==> src/rtl/core/prn_pkg.sv <==
// ----------------------------------------------------------------------------
// prn_pkg
// Shared constants for the priority renumbering unit: field widths, the
// default vertex limit and the mode codes.
// ----------------------------------------------------------------------------
package prn_pkg;

  localparam int MAX_VERTICES_DEF = 65536;
  localparam int PRIO_IN_W        = 31;
  localparam int KEY_W            = PRIO_IN_W + 1;
  localparam int MODE_W           = 3;

  localparam logic [MODE_W-1:0] MODE_INFLATE  = 3'd0;
  localparam logic [MODE_W-1:0] MODE_COMPRESS = 3'd1;
  localparam logic [MODE_W-1:0] MODE_RENUMBER = 3'd2;
  localparam logic [MODE_W-1:0] MODE_EVENODD  = 3'd3;
  localparam logic [MODE_W-1:0] MODE_MINMAX   = 3'd4;

  localparam logic [MODE_W-1:0] MODE_RESET    = MODE_RENUMBER;

endpackage

==> src/rtl/core/prn_if.sv <==
// ----------------------------------------------------------------------------
// prn_req_if / prn_res_if
// Valid/ready channels for vertex requests and renumbered results.
// ----------------------------------------------------------------------------
interface prn_req_if
  import prn_pkg::*;
();
  logic                 valid;
  logic                 ready;
  logic [PRIO_IN_W-1:0] priority_req;
  logic                 owner;
  logic                 last;

  modport source (output valid, output priority_req, output owner, output last,
                  input ready);
  modport sink   (input valid, input priority_req, input owner, input last,
                  output ready);
endinterface

interface prn_res_if #(
  parameter int PRIO_W = 18,
  parameter int CNT_W  = 17
) ();
  logic              valid;
  logic              ready;
  logic [PRIO_W-1:0] new_priority;
  logic              new_owner;
  logic [CNT_W-1:0]  distinct_count;
  logic              end_of_run;

  modport source (output valid, output new_priority, output new_owner,
                  output distinct_count, output end_of_run, input ready);
  modport sink   (input valid, input new_priority, input new_owner,
                  input distinct_count, input end_of_run, output ready);
endinterface

==> src/rtl/core/priority_renumber_unit.sv <==
// ----------------------------------------------------------------------------
// priority_renumber_unit
// Dense, parity-keeping renumbering of a sorted stream of vertex priorities.
//
//   channel  | dir | payload                                       | handshake
//   ---------+-----+-----------------------------------------------+----------
//   req      | in  | priority_req[30:0], owner, last               | valid/ready
//   res      | out | new_priority, new_owner, distinct_count, eor  | valid/ready
//   cfg      | in  | cfg_wdata[2:0] (mode)                         | cfg_we
//
// One request per cycle while req.ready is high; each result is registered.
// The run state updates in the accept cycle, so the next request sees it.
// An output register plus one skid register decouple the sides: req.ready
// drops only when both hold results. rst (synchronous) clears run state,
// both buffers and sets mode to renumber.
// ----------------------------------------------------------------------------
module priority_renumber_unit
  import prn_pkg::*;
#(
  parameter int MAX_VERTICES = MAX_VERTICES_DEF,
  parameter int PRIO_W       = $clog2(2 * MAX_VERTICES + 1),
  parameter int CNT_W        = $clog2(MAX_VERTICES + 1)
) (
  input  logic              clk,
  input  logic              rst,
  input  logic              cfg_we,
  input  logic [MODE_W-1:0] cfg_wdata,
  prn_req_if.sink           req,
  prn_res_if.source         res
);

  localparam logic [PRIO_W:0]  PRIO_CAP = (PRIO_W+1)'(2 * MAX_VERTICES);
  localparam logic [CNT_W-1:0] CNT_MAX  = CNT_W'(MAX_VERTICES);

  // configuration and run state
  logic [MODE_W-1:0] mode;
  logic              started;
  logic [PRIO_W-1:0] current_priority;
  logic [KEY_W-1:0]  previous_original;
  logic [CNT_W-1:0]  distinct_counter;

  // output and skid buffers
  logic              out_valid;
  logic [PRIO_W-1:0] out_prio;
  logic              out_owner;
  logic [CNT_W-1:0]  out_cnt;
  logic              out_eor;
  logic              skid_valid;
  logic [PRIO_W-1:0] skid_prio;
  logic              skid_owner;
  logic [CNT_W-1:0]  skid_cnt;
  logic              skid_eor;

  // per-request logic
  logic              accept;
  logic              out_take;
  logic [MODE_W-1:0] mode_eff;
  logic              is_evenodd;
  logic              is_inflate;
  logic              is_compress;
  logic [KEY_W-1:0]  key;
  logic              par;
  logic [1:0]        inc;
  logic [PRIO_W:0]   sum;
  logic [PRIO_W-1:0] prio_next;
  logic [CNT_W-1:0]  cnt_next;
  logic              owner_next;

  assign accept    = req.valid && req.ready;
  assign out_take  = out_valid && res.ready;
  assign req.ready = !skid_valid;

  always_comb begin
    mode_eff    = (mode > MODE_MINMAX) ? MODE_RENUMBER : mode;
    is_evenodd  = (mode_eff == MODE_EVENODD);
    is_inflate  = (mode_eff == MODE_INFLATE);
    is_compress = (mode_eff == MODE_COMPRESS);
    key         = {1'b0, req.priority_req} + KEY_W'(is_evenodd);
    par         = key[0];
    owner_next  = req.owner ^ is_evenodd;

    if (par != current_priority[0]) begin
      inc = 2'd1;
    end else if (is_inflate) begin
      inc = 2'd2;
    end else if (is_compress) begin
      inc = 2'd0;
    end else if (key != previous_original) begin
      inc = 2'd2;
    end else begin
      inc = 2'd0;
    end

    sum = {1'b0, current_priority} + (PRIO_W+1)'(inc);

    if (!started) begin
      prio_next = PRIO_W'(par);
      cnt_next  = CNT_W'(1);
    end else begin
      // cap keeps the parity of the key
      if (sum > PRIO_CAP) begin
        prio_next = par ? PRIO_W'(PRIO_CAP - 1'b1) : PRIO_W'(PRIO_CAP);
      end else begin
        prio_next = sum[PRIO_W-1:0];
      end
      if (inc != 2'd0 && distinct_counter < CNT_MAX) begin
        cnt_next = distinct_counter + 1'b1;
      end else begin
        cnt_next = distinct_counter;
      end
    end
  end

  always_ff @(posedge clk) begin
    if (rst) begin
      mode <= MODE_RESET;
    end else if (cfg_we) begin
      mode <= cfg_wdata;
    end
  end

  always_ff @(posedge clk) begin
    if (rst) begin
      started           <= 1'b0;
      current_priority  <= '0;
      previous_original <= '0;
      distinct_counter  <= '0;
    end else if (accept) begin
      if (req.last) begin
        started           <= 1'b0;
        current_priority  <= '0;
        previous_original <= '0;
        distinct_counter  <= '0;
      end else begin
        started           <= 1'b1;
        current_priority  <= prio_next;
        previous_original <= key;
        distinct_counter  <= cnt_next;
      end
    end
  end

  // result buffering: skid only fills while the output register is stalled
  always_ff @(posedge clk) begin
    if (rst) begin
      out_valid  <= 1'b0;
      skid_valid <= 1'b0;
    end else begin
      if (skid_valid && out_take) begin
        out_valid  <= 1'b1;
        skid_valid <= 1'b0;
      end else if (accept && out_valid && !res.ready) begin
        skid_valid <= 1'b1;
      end else if (accept) begin
        out_valid <= 1'b1;
      end else if (out_take) begin
        out_valid <= 1'b0;
      end
    end
  end

  always_ff @(posedge clk) begin
    if (skid_valid && out_take) begin
      out_prio  <= skid_prio;
      out_owner <= skid_owner;
      out_cnt   <= skid_cnt;
      out_eor   <= skid_eor;
    end else if (accept && out_valid && !res.ready) begin
      skid_prio  <= prio_next;
      skid_owner <= owner_next;
      skid_cnt   <= cnt_next;
      skid_eor   <= req.last;
    end else if (accept) begin
      out_prio  <= prio_next;
      out_owner <= owner_next;
      out_cnt   <= cnt_next;
      out_eor   <= req.last;
    end
  end

  assign res.valid          = out_valid;
  assign res.new_priority   = out_prio;
  assign res.new_owner      = out_owner;
  assign res.distinct_count = out_cnt;
  assign res.end_of_run     = out_eor;

  a_skid_needs_out: assert property (@(posedge clk) disable iff (rst)
    skid_valid |-> out_valid)
    else $error("skid register holds a result while output register is empty");

  a_prio_capped: assert property (@(posedge clk) disable iff (rst)
    out_valid |-> ({1'b0, out_prio} <= PRIO_CAP))
    else $error("new priority above cap");

  a_count_nonzero: assert property (@(posedge clk) disable iff (rst)
    out_valid |-> (out_cnt != '0))
    else $error("distinct count zero on a valid result");

  a_last_clears: assert property (@(posedge clk) disable iff (rst)
    (accept && req.last) |=> (!started && distinct_counter == '0))
    else $error("run state not cleared after last request");

  a_first_count_one: assert property (@(posedge clk) disable iff (rst)
    (accept && !started) |=> (started || $past(req.last)))
    else $error("first request did not start a run");

endmodule
==> src/flat_wrapper.sv <==
// flat-port wrapper written by rule: the top's interface ports become plain ports
module priority_renumber_unit_flat import prn_pkg::*;
#(
  parameter int MAX_VERTICES = MAX_VERTICES_DEF,
  parameter int PRIO_W       = $clog2(2 * MAX_VERTICES + 1),
  parameter int CNT_W        = $clog2(MAX_VERTICES + 1)
)
  (clk, rst, cfg_we, cfg_wdata, req_valid, req_priority_req, req_owner, req_last, req_ready, res_valid, res_new_priority, res_new_owner, res_distinct_count, res_end_of_run, res_ready);
  prn_req_if req_i ();
  prn_res_if #(.PRIO_W(PRIO_W), .CNT_W(CNT_W)) res_i ();
  input  logic clk;
  input  logic rst;
  input  logic cfg_we;
  input  logic [MODE_W-1:0] cfg_wdata;
  input wire logic [$bits(req_i.valid)-1:0] req_valid;
  input wire logic [$bits(req_i.priority_req)-1:0] req_priority_req;
  input wire logic [$bits(req_i.owner)-1:0] req_owner;
  input wire logic [$bits(req_i.last)-1:0] req_last;
  output wire logic [$bits(req_i.ready)-1:0] req_ready;
  output wire logic [$bits(res_i.valid)-1:0] res_valid;
  output wire logic [$bits(res_i.new_priority)-1:0] res_new_priority;
  output wire logic [$bits(res_i.new_owner)-1:0] res_new_owner;
  output wire logic [$bits(res_i.distinct_count)-1:0] res_distinct_count;
  output wire logic [$bits(res_i.end_of_run)-1:0] res_end_of_run;
  input wire logic [$bits(res_i.ready)-1:0] res_ready;
  assign req_i.valid = req_valid;
  assign req_i.priority_req = req_priority_req;
  assign req_i.owner = req_owner;
  assign req_i.last = req_last;
  assign req_ready = req_i.ready;
  assign res_valid = res_i.valid;
  assign res_new_priority = res_i.new_priority;
  assign res_new_owner = res_i.new_owner;
  assign res_distinct_count = res_i.distinct_count;
  assign res_end_of_run = res_i.end_of_run;
  assign res_i.ready = res_ready;
  priority_renumber_unit #(.MAX_VERTICES(MAX_VERTICES), .PRIO_W(PRIO_W), .CNT_W(CNT_W)) u_core (.clk(clk), .rst(rst), .cfg_we(cfg_we), .cfg_wdata(cfg_wdata), .req(req_i), .res(res_i));
endmodule
==> config.mk <==
export PLATFORM = sky130hd
export DESIGN_NAME = priority_renumber_unit_flat
export DESIGN_NICKNAME = d
export VERILOG_FILES = /design/src/rtl/core/prn_pkg.sv /design/src/rtl/core/prn_if.sv /design/src/rtl/core/priority_renumber_unit.sv /design/src/flat_wrapper.sv
export SDC_FILE = /design/constraint.sdc
export NUM_CORES = 1
export LEC_CHECK = 0
export ABC_AREA = 0
export BUFFER_PORTS_ARGS = -buffer_cell sky130_fd_sc_hd__buf_2
export CORE_MARGIN = 1
export CORE_UTILIZATION = 55
export CTS_BUF_LIST = sky130_fd_sc_hd__clkbuf_16
export CTS_CLUSTER_SIZE = 24
export DETAILED_ROUTE_END_ITERATION = 8
export PLACE_DENSITY_LB_ADDON = 0.08
export SETUP_SLACK_MARGIN = 0.1
export SYNTH_ARGS = -nofsm -noshare
export SYNTH_HDL_FRONTEND = slang
export SYNTH_SLANG_ARGS = --single-unit
==> constraint.sdc <==
create_clock -name clk -period 7.55 [get_ports clk]
set_clock_uncertainty 0.1 [all_clocks]
set_input_delay 0.755 -clock clk [delete_from_list [all_inputs] [get_ports clk]]
set_output_delay 0.755 -clock clk [all_outputs]
set_load 0.1 [all_outputs]
==> results.yml, run 1 <==
setup_path:
  worstSetupEndpointType: "register"
  criticalPathCategory: "reg -> reg"
  ff2ff_setup_slack_ps: 610
  worst-endpoint-arrival_ps: 7020
  crit_path_start_kind: "register"
  cp_data_required_time_ps: 7630
  cp_max_fo: 12
  r2r_cells: 24
  r2r-end: "u_core.res.new_priority[0]"
  timing.rr.start: "u_core.mode[2]"
yosys:
  synth.distinct_cells: 78
  synth_ff_type: "edfxtp_1"
  synth_area_leaders: "edfxtp_1, dfxtp_1, xnor2_1, nor2_1, xor2_1"
  yosys.area.top_type_share_pct: 26.2
  syn-cell-area_um2: 8490
  synth_top_area_cell: "edfxtp_1"
  synth_area_per_cell_um2: 9.37
  syn_nets: 955
  ys_warn_count: 0
  ys_seq_elements: 147
  synth_edf_count: 74
  async_reset_ff_share_pct: 0
  yosysSeqAreaShare_pct: 43.4
  syn-instance-count: 907
floorplan:
  die-area_um2: 15900
  core-area_um2: 15100
  rows: 45
  start_util_pct: 56.1
  fp.dieH_um: 126
  dieWidth_um: 126
  ioPinCount: 80
final_layout:
  layout.nets: 1001
  multi_input_area_um2: 4460
  insertedDiodeCount: 0
  fin_util_pct: 63.1
  area_delta_synth_final_pct: 12.4
  n_fill_cell: 1282
  ff_latch_area_um2: 3680
  drive_gt1_share_pct: 17.2
  final_cells: 1154
global_routing:
  grt_pass1_wl_um: 35900
  antenna_found_initial: 0
  grt_usage_pct: 28.8
  grt_max_degree: 50
  grt-ovfl-total: 0
  grt_pass1_vias: 7044
routing:
  vias: 7361
  drtIter0Drc: 474
  drc_errors: 0
  wirelength_um: 22100
  ant_nets: 0
  first_pass_iters: 5
  wl_per_cell_um: 19.2
  routed_via_density: 6.38
sta:
  max_slew.worst_pin.slew_ps: 1170
  slew_headroom_pct: 21.6
  maxSlewViolCount: 0
  fmax_mhz: 144
  post-route-period-util_pct: 91.9
  rsz0062_at_grt: "false"
  tns_ps: 0
  setup_slack_ps: 611
  holdWs_ps: 374
  fin_crit_ps: 6940
  final_hold_viol_count: 0
  setup_viol: 0
placement:
  io_buffer_count: 79
  dp_cells: 1122
  dp_slack_ps: 119
  dp_hpwl_um: 15500
  place.gp.congestion: 0.968
clock_network:
  clockBufferDepth: 2
  clk_pin_slew_ps: 60
  insertion_delay_ps: 430
  cts_tree: "done"
  cts_root_buffer: "clkbuf_16"
  cts_max_level: 4
  clock-sinks: 147
  cts_buffers: 17
run:
  drv_cap: 0
outcome:
  run_status: "finished, final reports clean"
power_and_ir_drop:
  ir_drop_uv: 181
  power_density_nw_per_um2: 207
  leakage_nw: 3.60
worst_hold_path:
  min_to: "u_core.previous_original[1]"
  hold_depth: 2
  hp-class: "reg -> reg"
  worstHoldStart: "u_core.previous_original[1]"
## final cells by class
class | count | share of cell area, %
inverters | 26 | 1.02
flip-flops and latches | 147 | 38.6
clock buffers | 17 | 4.45
repair buffers | 93 | 5.24
well taps | 188 | 2.46
clock inverters | 15 | 1.52
multi-input cells | 668 | 46.7
## worst max-delay path: stages, from the launching register on
cell and delay, ps:
dfxtp_1 330, nand3b_1 210, inv_1 110, ha_1 210, ha_1 280, nand2_1 190
or3_1 460, o31a_1 370, or4b_4 540, a2111oi_4 460, nand4_4 230, o21bai_1 280
or2_2 180, inv_1 50, ha_1 280, a21oi_1 150, nor4_2 400, nand3_1 250
mux2i_1 210, a31oi_1 100, o31a_1 360, nand2b_1 170, buf_4 200, mux2_2 300
mux2_2 270
## synthesized netlist by cell type, types with 6 or more instances
| cell | count |
|---|---|
| or4_1 | 11 |
| a31oi_1 | 7 |
| o22ai_1 | 7 |
| nor3_1 | 23 |
| ha_1 | 6 |
| nor2b_1 | 14 |
| or3_1 | 12 |
| clkbuf_1 | 55 |
| and2_1 | 8 |
| dfxtp_1 | 73 |
| xnor2_1 | 38 |
| o21ai_0 | 35 |
| buf_2 | 7 |
| o21ai_1 | 6 |
| a22oi_1 | 21 |
| inv_1 | 25 |
| mux2_2 | 21 |
| and4_1 | 6 |
| and3_1 | 19 |
| o31ai_1 | 17 |
| mux2i_1 | 6 |
| edfxtp_1 | 74 |
| nor2_1 | 81 |
| nand2_1 | 62 |
| nor4_1 | 16 |
| o211ai_1 | 14 |
| nand4_1 | 25 |
| nand3_1 | 40 |
| a21o_1 | 8 |
| a211oi_1 | 6 |
| xor2_1 | 30 |
| a22o_1 | 17 |
| a21oi_1 | 36 |
## state kept, by name, summed over array words and instances, names as in the netlist, 3 cells and up
name	cells
u_core.distinct_counter	17
u_core.res.distinct_count	17
u_core.skid_cnt	17
u_core.skid_prio	18
u_core.res.new_priority	18
u_core.previous_original	32
u_core.mode	3
u_core.current_priority	18
## worst max-delay path by stage
stage / slack, ps / from / depth (start not counted) / endpoint
4_1_cts: 310 / u_core.mode[2] / 23 / u_core.res.new_priority[6]
6_report: 610 / u_core.mode[2] / 24 / u_core.res.new_priority[0]
2_1_floorplan: 1160 / req_priority_req[0] / 23 / u_core.res.new_priority[11]
5_1_grt: 230 / u_core.mode[2] / 24 / u_core.res.new_priority[0]
3_3_place_gp: 430 / req_priority_req[0] / 22 / u_core.res.new_priority[15]
3_5_place_dp: 120 / req_priority_req[0] / 22 / u_core.res.new_priority[6]
## per-stage QoR
| step | power [mW] | instance area [um2] |
|---|---|---|
| global placement | 1.16 | 8970 |
| global route | 2.04 | 9550 |
| floorplan | 1.10 | 8490 |
| detailed placement | 1.16 | 8970 |
| CTS | 1.99 | 9540 |
| finish | 1.98 | 9550 |
## cells in the final DEF, fill, tap and decap left out, types with 8 or more instances in the layout
master / n
o211ai_1: 14
dfxtp_1: 73
or4_1: 11
inv_1: 25
or3_1: 12
a21oi_1: 35
buf_2: 79
a22o_1: 17
nor2_1: 81
mux2_2: 21
nor4_1: 15
nand3_1: 39
xnor2_1: 38
buf_4: 14
and2_1: 8
edfxtp_1: 74
nor3_1: 23
a22oi_1: 21
nand2_1: 62
nand4_1: 25
o31ai_1: 17
and3_1: 18
clkbuf_16: 17
xor2_1: 30
o21ai_0: 35
a21o_1: 8
nor2b_1: 14
## where the power goes
part | total, mW | internal, mW | switching, mW
Clock | 0.833 | 0.462 | 0.371
Combinational | 0.269 | 0.0679 | 0.202
Sequential | 0.877 | 0.862 | 0.0147
## routing by layer
layer | GRT usage, % | routed length, um | share of wire, % | vias to the layer above
met4 | 14.0 | 700 | 3.2 | 0
li1 | - | - | - | 3491
met3 | 4.89 | 1160 | 5.2 | 59
met2 | 46.6 | 10300 | 47 | 286
met5 | 0 | 0 | 0 | -
met1 | 37.5 | 9980 | 45 | 3525
## what timing repair did
action                                  CTS  global route
endpoints found under the setup margin    0            38
hold buffers                              0             0
resized for setup                         0             2
buffers inserted                          0             0
## cell families after synthesis
kind of cell	after synthesis	synth area share (%)
multiplexers	27	3.49
AO/OA/AOI/OAI	220	18.5
buffers and inverters	92	4.36
adder cells (fa/ha/maj)	7	1.12
flip-flops	147	43.4
AND/OR/NAND/NOR	342	21.1
XOR/XNOR	72	8.07
(Power assumes the default switching activity.)
==> run 2: changes to the inputs <==
- ABC_AREA: 0 -> 1
- clock period: 7.55 -> 8.6 ns (I/O delays scaled with it)
==> run 2 against run 1 <==
Net effect: wire length decreased by 7.4%; critical path depth rose by 9; register-to-register slack improved by 2700 ps; largest power group unchanged; hold slack worse by 3.5 ps; fmax up 31%; final area up 1.7%; clock-buffer cell count unchanged; non-clock buffer count shrank 8; flip-flop and latch count unchanged.
==> results.yml, run 2 <==
global_routing:
  grt-ovfl-total: 0
  antenna_found_initial: 0
  grt_pass1_vias: 6900
  grt_pass1_wl_um: 33500
  grt_usage_pct: 26.5
  grt_max_degree: 71
setup_path:
  path_common_cell: "nand2_1"
  crit_path_start_kind: "register"
  criticalPathCategory: "reg -> reg"
  worst-endpoint-arrival_ps: 5390
  startpoint: "u_core.mode[1]"
  cp_slowest_cell: "fa_1"
  worstSetupEndpointType: "register"
  cp_slowest_stage_delay_ps: 520
  cp_data_required_time_ps: 8680
  timing.rr.start: "u_core.mode[1]"
  r2r_cells: 33
  cp_max_fo: 28
yosys:
  yosys.cell_count.top_type: "nand2_1"
  ys_seq_elements: 147
  yosys-top-cells-count: "nand2_1, inv_1, nand3_1"
  syn-cell-area_um2: 8610
  yosys.area.top_type_share_pct: 25.8
  synth_edf_count: 74
  synth_top_area_cell: "edfxtp_1"
  async_reset_ff_share_pct: 0
  syn_nets: 1243
  synth_ff_type: "edfxtp_1"
  ys_warn_count: 0
  synth.distinct_cells: 48
  yosysSeqAreaShare_pct: 42.8
  syn-instance-count: 1195
  synth_area_leaders: "edfxtp_1, nand2_1, dfxtp_1, nand3_1, inv_1"
  synth_area_per_cell_um2: 7.21
routing:
  ant_nets: 0
  drc_errors: 0
  drtIter0Drc: 557
  first_pass_iters: 5
  vias: 7755
  routed_via_density: 5.24
  wl_per_cell_um: 13.8
  wirelength_um: 20500
sta:
  rsz0062_at_grt: "false"
  fin_crit_ps: 5310
  max_slew.worst_pin.slew_ps: 1060
  fmax_mhz: 188
  tns_ps: 0
  final_hold_viol_count: 0
  slew_headroom_pct: 29.5
  post-route-period-util_pct: 61.8
  setup_viol: 0
  maxSlewViolCount: 0
final_layout:
  final_common_cell: "nand2_1"
  insertedDiodeCount: 0
  layout.nets: 1305
  n_fill_cell: 1411
  fin_util_pct: 63.7
  area_delta_synth_final_pct: 12.8
  drive_gt1_share_pct: 14.1
  largest_register_ffs: 32
  largest-register: "u_core.previous_original"
  final_cell_mix: "nand2_1, inv_1, nand3_1, nor2_1, buf_2"
floorplan:
  rows: 45
  die-area_um2: 16200
  core-area_um2: 15300
  start_util_pct: 56.4
  ioPinCount: 80
  fp.dieH_um: 127
  dieWidth_um: 127
power_and_ir_drop:
  ir_drop_uv: 142
  power_density_nw_per_um2: 178
  leakage_nw: 4.04
outcome:
  run_status: "finished, final reports clean"
clock_network:
  clk_pin_slew_ps: 70
  clock-sinks: 147
  cts_root_buffer: "clkbuf_16"
  cts_buffers: 17
  cts_tree: "done"
  cts_resized: 0
  cts_max_level: 4
  hold_buffers: 0
  clockBufferDepth: 2
  postCtsSetupRepairBufs: 0
  insertion_delay_ps: 430
placement:
  place.gp.congestion: 0.940
  dp_hpwl_um: 14400
  io_buffer_count: 79
worst_hold_path:
  hp-class: "reg -> reg"
  hold_depth: 2
  worstHoldStart: "u_core.previous_original[1]"
run:
  drv_cap: 0
==> run 2: logic make-up (layout without fill, tap and decap cells) <==
kind of cell	count (synthesis)	after routing	synth area share [%]
buffers and inverters	170	245	7.95
xor gates and xnor gates	19	19	2.19
and+or+nand+nor	741	741	39.0
adders and majority gates	7	7	1.10
AOI/OAI and AO/OA	111	111	6.96
DFF	147	147	42.8
==> run 2: worst max-delay path, delay by kind of cell (launching register included) <==
kind / cells / cell delay [ps]
AO/OA/AOI/OAI: 1 / 170
XOR/XNOR: 1 / 150
adder cells (fa/ha/maj): 3 / 1000
buffers and inverters: 1 / 170
flip-flops: 1 / 350
AND/OR/NAND/NOR: 27 / 3100
==> run 2: worst paths after layout <==
check | end | slack, ps
max reg2reg | u_core.res.new_priority[15] | 3290
min | u_core.previous_original[1] | 370
min reg2reg | u_core.previous_original[1] | 370
max | u_core.res.new_priority[15] | 3290
==> run 2: final cells by class <==
class	count	area [um2]	area share [%]
clock buffers	17	425	4.38
inverters	128	480	4.94
multi-input cells	878	4260	43.8
well taps	211	264	2.72
clock inverters	15	161	1.66
repair buffers	85	440	4.53
flip-flops and latches	147	3680	37.9
==> run 2: where the power goes <==
group	switching [mW]	internal [mW]	total [mW]
registers	0.0139	0.760	0.774
clock network	0.325	0.411	0.736
logic	0.178	0.0471	0.225
total	0.517	1.22	1.73
==> run 2: metal layers <==
metal | global-route usage [%] | vias up | routed length (um)
li1 | - | 4029 | -
met1 | 35.9 | 3459 | 9660
met2 | 42.1 | 229 | 9080
met3 | 4.02 | 38 | 1160
met4 | 11.7 | 0 | 601
met5 | 0 | - | 0
==> run 2: per-stage QoR <==
stage	power, mW	instance area [um2]	cells	hold WS [ps]	setup slack [ps]
3_5_place_dp	1.01	9130	1449	363	3100
5_1_grt	1.79	9720	1481	390	2760
2_1_floorplan	0.959	8610	1195	345	3900
4_1_cts	1.74	9720	1481	372	3280
3_3_place_gp	1.01	9130	1449	353	3210
6_report	1.73	9720	1481	371	3290
==> run 3: changes to the inputs <==
- clock period: 8.6 -> 5.3 ns (I/O delays scaled with it)
==> run 3 against run 2 <==
Net effect: sequential share of layout area decreased by 0.48 points; critical path depth increased by 2; combinational power increased by 65%; worst setup slack got worse by 2800 ps; largest cell class unchanged; hold slack got worse by 150 ps; global-route usage increased by 0.45 points; clock-buffer cell count unchanged; clock power increased by 54%; final area increased by 1.3%; via count increased by 1.5%; fmax increased by 9.4%.
==> results.yml, run 3 (synthesis gave the netlist of run 2 again) <==
clock_network:
  cts_max_level: 4
  clk_pin_slew_ps: 70
  cts_root_buffer: "clkbuf_16"
  clock-sinks: 147
  clockBufferDepth: 2
  insertion_delay_ps: 420
  cts_tree: "done"
  hold_buffers: 0
  cts_buffers: 17
global_routing:
  grt_max_degree: 70
  grt_usage_pct: 26.9
  grt-ovfl-total: 0
  grt_pass1_wl_um: 34300
  grt_pass1_vias: 7167
  antenna_found_initial: 0
sta:
  max_slew.worst_pin.slew_ps: 1090
  slew_headroom_pct: 27.5
  rsz0062_at_grt: "false"
  setup_viol: 0
  final_hold_viol_count: 0
  post-route-period-util_pct: 91.6
  maxSlewViolCount: 0
  setup_slack_ps: 445
  tns_ps: 0
  holdWs_ps: 218
  fin_crit_ps: 4860
  fmax_mhz: 206
floorplan:
  start_util_pct: 56.4
  core-area_um2: 15300
  rows: 45
  dieWidth_um: 127
  die-area_um2: 16200
  fp.dieH_um: 127
  ioPinCount: 80
routing:
  vias: 7868
  wirelength_um: 21200
  wl_per_cell_um: 14.2
  drtIter0Drc: 607
  ant_nets: 0
  drc_errors: 0
  first_pass_iters: 5
  routed_via_density: 5.27
setup_path:
  worst-endpoint-arrival_ps: 5100
  path_buf_inv: 3
  cp_slowest_cell: "dfxtp_2"
  path_delay_family: "simple AND/OR/NAND/NOR gates"
  path_common_cell: "nand2_1"
  crit_path_start_kind: "register"
  cp_data_required_time_ps: 5550
  cp_max_fo: 8
  cp_slowest_stage_delay_ps: 340
  criticalPathCategory: "reg -> reg"
  worstSetupEndpointType: "register"
placement:
  dp_hpwl_um: 14800
  io_buffer_count: 79
  dpl_cell_area_um2: 9150
  dp_slack_ps: 189
  place.gp.congestion: 0.940
final_layout:
  insertedDiodeCount: 0
  ff_latch_area_um2: 3690
  area_delta_synth_final_pct: 14.3
  multi_input_area_um2: 4360
  layout.nets: 1316
  final_common_cell: "nand2_1"
  largest_register_ffs: 32
  n_fill_cell: 1387
  design_area_um2: 9850
  drive_gt1_share_pct: 16.2
  largest-register: "u_core.previous_original"
  final_cell_mix: "nand2_1, inv_1, nand3_1, nor2_1, buf_2"
power_and_ir_drop:
  power_mw: 2.76
  power_density_nw_per_um2: 280
  leakage_nw: 4.08
  ir_drop_uv: 231
outcome:
  run_status: "finished, final reports clean"
run:
  drv_cap: 0
worst_hold_path:
  hp-class: "in -> reg"
## run 3: report_power, final
part           switching, mW  leakage, nW  internal (mW)
clock                  0.520        0.263          0.612
sequential            0.0230         1.27           1.23
combinational          0.293         2.55         0.0795
total                  0.836         4.08           1.92
## run 3: stage by stage
stage | utilization [%] | cells
after global routing | 64.5 | 1492
after floorplan | - | 1195
after global placement | 59.9 | 1451
after CTS | 63.5 | 1483
after detailed placement | 59.9 | 1451
final | 64.5 | 1492
## run 3: what timing repair did
item	CTS	global route
setup endpoints to repair	0	54
setup buffers	0	7
resized for setup	0	24
## run 3: per-layer routing
layer	GRT usage, %	vias to the layer above	wire length, um
li1	-	4058	-
met4	9.66	0	381
met1	37.2	3546	10200
met3	4.23	35	1080
met5	0	-	0
met2	43.0	229	9480
## run 3: area by class of cell
cell class,instances,share of cell area (%)
repair buffers,94,5.16
clock buffers,17,4.32
flip-flops and latches,147,37.4
clock inverters,15,1.25
well taps,211,2.68
multi-input cells,880,44.3
inverters,128,4.88
## run 3: worst paths after layout
check / from / to / slack [ps] / cells after the start
worst min-delay path: cfg_wdata[1] / u_core.mode[1] / 220 / 3
worst max register to register: u_core.mode[1] / u_core.current_priority[4] / 440 / 35
worst min register to register: u_core.current_priority[17] / u_core.current_priority[17] / 370 / 2
worst max-delay path: u_core.mode[1] / u_core.current_priority[4] / 440 / 35
## run 3: worst min-delay path, delay by kind of cell
family	cells	cell delay [ps]
buf+inv	1	70
simple gates	2	100
